--- config.mk ---
export PLATFORM = sky130hd
export DESIGN_NAME = emg_comb_filter_envelope_core
export DESIGN_NICKNAME = d
export VERILOG_FILES = /design/src/hw/rtl/emgcf_pkg.sv /design/src/hw/rtl/emgcf_tap_cell.sv /design/src/hw/rtl/emgcf_window_acc.sv /design/src/hw/rtl/emg_comb_filter_envelope_core.sv
export SDC_FILE = /design/constraint.sdc
export NUM_CORES = 1
export LEC_CHECK = 0
export BUFFER_PORTS_ARGS = -buffer_cell sky130_fd_sc_hd__buf_4
export CORE_ASPECT_RATIO = 0.8
export CORE_MARGIN = 2
export CORE_UTILIZATION = 62
export DETAILED_ROUTE_END_ITERATION = 8
export PLACE_DENSITY_LB_ADDON = 0.15
export SYNTH_ARGS = -nofsm -noshare
export SYNTH_HDL_FRONTEND = slang
export SYNTH_SLANG_ARGS = --single-unit
--- constraint.sdc ---
create_clock -name clk -period 5.05 [get_ports clk]
set_clock_uncertainty 0.15 [all_clocks]
set_input_delay 0.505 -clock clk [delete_from_list [all_inputs] [get_ports clk]]
set_output_delay 0.505 -clock clk [all_outputs]
set_load 0.05 [all_outputs]
--- src/hw/rtl/emgcf_pkg.sv ---
// shared types and constants for the emg comb filter envelope block
`default_nettype none
package emgcf_pkg;

	// right shift that turns the window sum into the envelope level
	localparam int LEVEL_SHIFT = 7;

	// pipeline control from the comb stage to the window stage
	typedef struct packed {
		logic advance;
		logic valid;
	} emgcf_ctl_t;

endpackage
`default_nettype wire

--- src/hw/rtl/emgcf_tap_cell.sv ---
// one cell of the comb delay line: holds one sample difference
`default_nettype none
module emgcf_tap_cell #(
	parameter int DIFF_W = 11
) (
	input  wire logic                     clk,
	input  wire logic                     arst_n,
	input  wire logic                     shift_en,
	input  wire logic signed [DIFF_W-1:0] d_in,
	output logic signed [DIFF_W-1:0]      d_out
);

	logic signed [DIFF_W-1:0] diff_q;

	always_ff @(posedge clk or negedge arst_n) begin
		if (!arst_n) begin
			diff_q <= '0;
		end else if (shift_en) begin
			diff_q <= d_in;
		end
	end

	assign d_out = diff_q;

endmodule
`default_nettype wire

--- src/hw/rtl/emgcf_window_acc.sv ---
// rectify, window accumulate and level hold stage with output register
`default_nettype none
module emgcf_window_acc #(
	parameter int SAMPLE_BITS   = 10,
	parameter int WINDOW_LENGTH = 128
) (
	input  wire logic                         clk,
	input  wire logic                         arst_n,
	input  wire emgcf_pkg::emgcf_ctl_t        ctl,
	input  wire logic signed [SAMPLE_BITS:0]  comb_sum,
	output logic                              out_valid,
	output logic [SAMPLE_BITS-1:0]            envelope_level,
	output logic                              window_done
);
	import emgcf_pkg::*;

	localparam int ACC_W = SAMPLE_BITS + $clog2(WINDOW_LENGTH);
	localparam int CNT_W = $clog2(WINDOW_LENGTH);
	localparam logic [CNT_W-1:0] CNT_LAST = CNT_W'(WINDOW_LENGTH - 1);
	localparam logic [ACC_W-1:0] LEVEL_MAX = ACC_W'((1 << SAMPLE_BITS) - 1);

	logic [ACC_W-1:0]       acc_q;
	logic [CNT_W-1:0]       cnt_q;
	logic                   valid_q;
	logic [SAMPLE_BITS-1:0] level_q;
	logic                   done_q;

	logic [SAMPLE_BITS:0]   neg_sum;
	logic [SAMPLE_BITS-1:0] mag;
	logic [ACC_W-1:0]       acc_next;
	logic [ACC_W-1:0]       lvl_wide;

	// magnitude never exceeds full scale since the sum telescopes
	always_comb begin
		neg_sum  = -comb_sum;
		mag      = comb_sum[SAMPLE_BITS] ? neg_sum[SAMPLE_BITS-1:0]
		                                 : comb_sum[SAMPLE_BITS-1:0];
		acc_next = acc_q + ACC_W'(mag);
		lvl_wide = acc_next >> LEVEL_SHIFT;
	end

	always_ff @(posedge clk or negedge arst_n) begin
		if (!arst_n) begin
			acc_q   <= '0;
			cnt_q   <= '0;
			valid_q <= 1'b0;
			level_q <= '0;
			done_q  <= 1'b0;
		end else if (ctl.advance) begin
			valid_q <= ctl.valid;
			if (ctl.valid) begin
				if (cnt_q == CNT_LAST) begin
					acc_q   <= '0;
					cnt_q   <= '0;
					done_q  <= 1'b1;
					level_q <= (lvl_wide > LEVEL_MAX) ? LEVEL_MAX[SAMPLE_BITS-1:0]
					                                  : lvl_wide[SAMPLE_BITS-1:0];
				end else begin
					acc_q  <= acc_next;
					cnt_q  <= cnt_q + 1'b1;
					done_q <= 1'b0;
				end
			end
		end
	end

	assign out_valid      = valid_q;
	assign envelope_level = level_q;
	assign window_done    = done_q;

endmodule
`default_nettype wire

--- src/hw/rtl/emg_comb_filter_envelope_core.sv ---
// top level of the emg comb filter envelope block
// usage:
//   input channel: in_valid / in_stall with raw_sample, one adc sample per transfer
//   output channel: out_valid / out_stall with envelope_level and window_done,
//   exactly one result transfer per input transfer, in order
//   a result shows after its sample passes the comb and window stage registers
//   throughput: one sample per cycle while not stalled, set by the registered comb
//   update and the registered accumulate stage
//   the comb filter is a line of COMB_TAPS cells; each accepted sample shifts one
//   difference in at the head and one drops off the tail of the running sum
//   every WINDOW_LENGTH samples the accumulated magnitude, shifted right by 7 and
//   saturated at full scale, becomes the held level and window_done is set
//   reset (arst_n low): previous sample goes to mid-scale, cells, sums, window
//   count and held level clear, no result pending
//   when the receiver stalls a pending result, the whole pipeline holds and
//   in_stall rises in the same cycle; nothing is dropped or repeated
`default_nettype none
module emg_comb_filter_envelope_core #(
	parameter int COMB_TAPS     = 20,
	parameter int WINDOW_LENGTH = 128,
	parameter int SAMPLE_BITS   = 10
) (
	input  wire logic                   clk,
	input  wire logic                   arst_n,
	input  wire logic                   in_valid,
	output logic                        in_stall,
	input  wire logic [SAMPLE_BITS-1:0] raw_sample,
	output logic                        out_valid,
	input  wire logic                   out_stall,
	output logic [SAMPLE_BITS-1:0]      envelope_level,
	output logic                        window_done
);
	import emgcf_pkg::*;

	localparam int DIFF_W = SAMPLE_BITS + 1;
	localparam int WIDE_W = SAMPLE_BITS + 2;
	localparam logic [SAMPLE_BITS-1:0] SAMPLE_MID = SAMPLE_BITS'(1 << (SAMPLE_BITS - 1));

	// pipeline moves unless a finished result is waiting on a stalled receiver
	logic advance;
	logic accept;

	logic [SAMPLE_BITS-1:0]    prev_q;
	logic signed [DIFF_W-1:0]  comb_q;
	logic                      valid_s1;

	logic signed [DIFF_W-1:0]  diff;
	logic signed [WIDE_W-1:0]  comb_wide;
	logic signed [DIFF_W-1:0]  tap_w [COMB_TAPS+1];

	emgcf_ctl_t ctl;

	assign advance  = !(out_valid && out_stall);
	assign in_stall = !advance;
	assign accept   = in_valid && advance;

	// difference against the previous sample, both zero extended
	always_comb begin
		diff      = $signed({1'b0, raw_sample}) - $signed({1'b0, prev_q});
		comb_wide = WIDE_W'(comb_q) - WIDE_W'(tap_w[COMB_TAPS]) + WIDE_W'(diff);
	end

	assign tap_w[0] = diff;

	// delay line of differences: head takes the new one, tail leaves the sum
	for (genvar i = 0; i < COMB_TAPS; i++) begin : g_tap
		emgcf_tap_cell #(
			.DIFF_W(DIFF_W)
		) u_cell (
			.clk     (clk),
			.arst_n  (arst_n),
			.shift_en(accept),
			.d_in    (tap_w[i]),
			.d_out   (tap_w[i+1])
		);
	end

	// comb stage: running sum always fits in DIFF_W bits
	always_ff @(posedge clk or negedge arst_n) begin
		if (!arst_n) begin
			prev_q   <= SAMPLE_MID;
			comb_q   <= '0;
			valid_s1 <= 1'b0;
		end else if (advance) begin
			valid_s1 <= in_valid;
			if (in_valid) begin
				prev_q <= raw_sample;
				comb_q <= comb_wide[DIFF_W-1:0];
			end
		end
	end

	assign ctl.advance = advance;
	assign ctl.valid   = valid_s1;

	emgcf_window_acc #(
		.SAMPLE_BITS  (SAMPLE_BITS),
		.WINDOW_LENGTH(WINDOW_LENGTH)
	) u_window (
		.clk           (clk),
		.arst_n        (arst_n),
		.ctl           (ctl),
		.comb_sum      (comb_q),
		.out_valid     (out_valid),
		.envelope_level(envelope_level),
		.window_done   (window_done)
	);

endmodule
`default_nettype wire
==> impl_results.md <==
- Yosys warns: 0
- RSZ-0062 raised after global routing: no
- Antenna violations before repair: 0
- Leak Pwr: 0.00734 µW
- GRT Residual Overflow: 0
- Synth-to-Final Area Change: 11.0%
- # Post-CTS Setup Buffers: 0
- Switching pwr: 3060 µW
- Synthesized instance count: 1,378
- Synth Area in Compound Gates: 0.0717
- Clk pwr share: 0.250
- Setup violators final: 0
- CTS tree: done
- Layout Nets: 1,443
- GRT Total Usage: 0.222
- WHS: 0.0516 ns
- Area share of the largest cell type after synthesis: 0.562
- Simple-gate area share of the yosys netlist: 0.246
- Avg Vias per Cell: 5.22
- CP Class: reg -> reg
- Core Region: 19,700 µm²
- Sequential cell area fraction in the yosys report: 0.564
- Sequential Power Share: 0.389
- Port Buffers: 26
- Vias post-DR: 8,691
- XOR/XNOR Fraction of Synth Area: 0.0277
- Fraction of registers with async set/reset: 1.00
- Yosys cell types: 55
- Inserted Clock Buffers: 27
- Row cnt: 46
- Global-route wire length before repair: 38.7 mm
- Num ports: 27
- Iter 0 DRT Violations: 705
- Final min period: 4.55 ns
- Clk_lat worst skew: 0.53 ns
- Mean Syn Cell Area: 8.95 µm²
- Worst min path class: in -> reg
- Die ar.: 21,000 µm²
- Slew Limit Fails: 0
- Mapped Area: 12,300 µm²
- CP required: 5.29 ns
- Die width: 162 µm
- Least-Margin Pin Slew: 1.03 ns
- Post-synth EDFFs: 0
- WL per Instance: 13.5 µm
- Routed Antenna Nets: 0
- Max VDD drop: 308 µV
- Worst Path Max Fanout: 4
- CP arrival: 4.78 ns
- Sw Ratio: 0.356
- Largest family of logic cells by synthesized area: simple AND/OR/NAND/NOR gates
- Die Span Y: 130 µm
- Ys flop type: dfrtp_1
- Clock-pin slew on the worst setup and hold paths: 0.06 ns
- Largest cells by area after synthesis: dfrtp_1 (56%), nand2_1 (21%), ha_1 (3.5%)
- Worst-case clock buffer depth: 3
- Critical path launch point type: flop
- Dpl hpwl: 14.0 mm
- Starting density of the core: 0.626
- Root buffer cell: clkbuf_16
- Layout cells sized above 1: 0.0685
- Internal power: 5540 µW
- Mux share of post-synthesis cell area: 0.00274
- Non-Filler Instances: 1,665
- DR DRC count: 0
- Post-cts sizing count: 0
- Max cap viols: 0
- N_diodes: 0
- Synth Area in Adders: 0.0540
- Crit end category: flop
- Highest clock rate: 0.220 GHz
- Routed WL: 22.4 mm
- GPL Wtd Cong: 0.832
- Synth area leader: dfrtp_1
- TritonCTS Sinks: 278
- Fillers: 1,528
- Combinational Power Share: 0.361
- Status: completed
- Cell area power density: 628 nW/µm²
- Number of global-route vias before repair: 8,238
- Post-synthesis register bit count: 278
- Drt first pass iters: 5
- H-tree levels: 1
- Largest net degree at the start of global routing: 139
- Fin crit share: 0.900
- Slew headroom: 0.312
- Post-Syn Nets: 1,438
- Placed insts: 1,617
- Final Hold Fails: 0
- Post-Route Setup TNS: 0 ns
==> Yosys cell counts (2+ instances only) <==
cell type,n
dfrtp_1,277
o31ai_1,4
xnor2_1,22
and3_1,7
o21ai_0,53
and2_1,2
nand4_1,5
a2111oi_4,2
nor3b_1,2
or4_1,2
or3_1,7
a21oi_1,26
fa_1,12
nand3_1,7
o21bai_1,3
o21a_1,3
nor2_1,28
o22ai_1,3
clkbuf_1,56
nor3_1,5
or2_2,2
inv_1,47
o211ai_1,6
buf_1,3
xor2_1,17
ha_1,34
mux2_2,3
a21o_1,9
nor2b_1,3
nand2b_1,7
a22o_1,9
a31oi_1,5
nand2_1,685
==> layer usage <==
layer,GRT usage,share of wire,vias to the layer above
met3,0.0305,0.030,33
met5,0,0,-
met2,0.359,0.46,106
met4,0.0495,0.018,0
met1,0.328,0.49,4195
li1,-,-,4357
==> what timing repair did <==
action | CTS | global route
hold buffers | 1 | 0
endpoints found under the hold margin | 17 | 0
endpoints found under the setup margin | 0 | 0
==> cell type report <==
type                       instances  area (µm²)  area share
tap                              264         330      0.0241
timing repair buffer              38         295      0.0216
clock buffer                      37         773      0.0565
inverter                          47         176      0.0129
multi-input combinational        991        4960       0.363
clock inverter                    10         184      0.0134
sequential                       278        6960       0.509
==> critical path, stage by stage (launching register included) <==
cell and delay (ns):
dfrtp_1 0.37, inv_1 0.11, ha_1 0.24, nor2b_1 0.13, o21ai_0 0.23, a21oi_1 0.15, o31a_1 0.29, o41a_1 0.36
a21oi_1 0.19, xnor2_1 0.17, fa_1 0.45, ha_1 0.36, and3_1 0.18, a2111oi_0 0.45, o211ai_1 0.18, xnor2_1 0.17
nor2_1 0.06, xor2_1 0.17
==> cells by family after synthesis <==
kind of cell,after synthesis
AND/OR/NAND/NOR,769
multiplexers,3
XOR/XNOR,39
AO/OA/AOI/OAI,134
buffers and inverters,109
adder cells (fa/ha/maj),46
flip-flops,278
==> through the flow <==
stage               area [µm²]  setup WS [ns]  utilization  power [µW]
CTS                      13700          0.535        0.695        8660
global placement         12700          0.416        0.646        6330
global route             13700          0.144        0.695        9270
detailed placement       12700          0.339        0.646        6450
finish                   13700          0.503        0.695        8590
floorplan                12300          0.904            -        5770
==> power groups by stage <==
stage          logic [µW]  clock network, µW  registers (µW)
2_1_floorplan        2510                  0            3260
3_3_place_gp         2970                  0            3350
3_5_place_dp         3080                  0            3370
4_1_cts              3120               2200            3350
5_1_grt              3550               2290            3440
6_report             3100               2150            3340
==> path summary, 6_finish.rpt <==
kind,start,end,slack (ns),cells after the start
min reg2reg,g_tap[9].u_cell.d_out[6],g_tap[10].u_cell.d_out[6],0.31,2
max,prev_q[1],comb_q[10],0.50,17
max in group asynchronous,arst_n,g_tap[9].u_cell.d_out[5],2.98,3
max reg2reg,prev_q[1],comb_q[10],0.50,17
min,raw_sample[4],prev_q[4],0.05,3
min in group asynchronous,arst_n,u_window.envelope_level[8],0.47,2
==> cells in the final DEF, fill, tap and decap left out, drive strengths merged, types with 12 or more instances in the layout <==
master,instances
xor2,17
buf,37
clkbuf,37
nor2,29
o21ai,53
nand2,685
ha,34
a21oi,26
dfrtp,277
inv,47
fa,12
xnor2,22
==> sequential cells by signal, indices dropped and copies added (netlist names) <==
name and count:
u_window.out_valid 1, comb_q 11, u_window.window_done 1, u_window.acc_q 17, g_tap.u_cell.d_out 220, u_window.cnt_q 7
prev_q 10, u_window.envelope_level 10, valid_s1 1
Power figures use the tool's default switching activity.
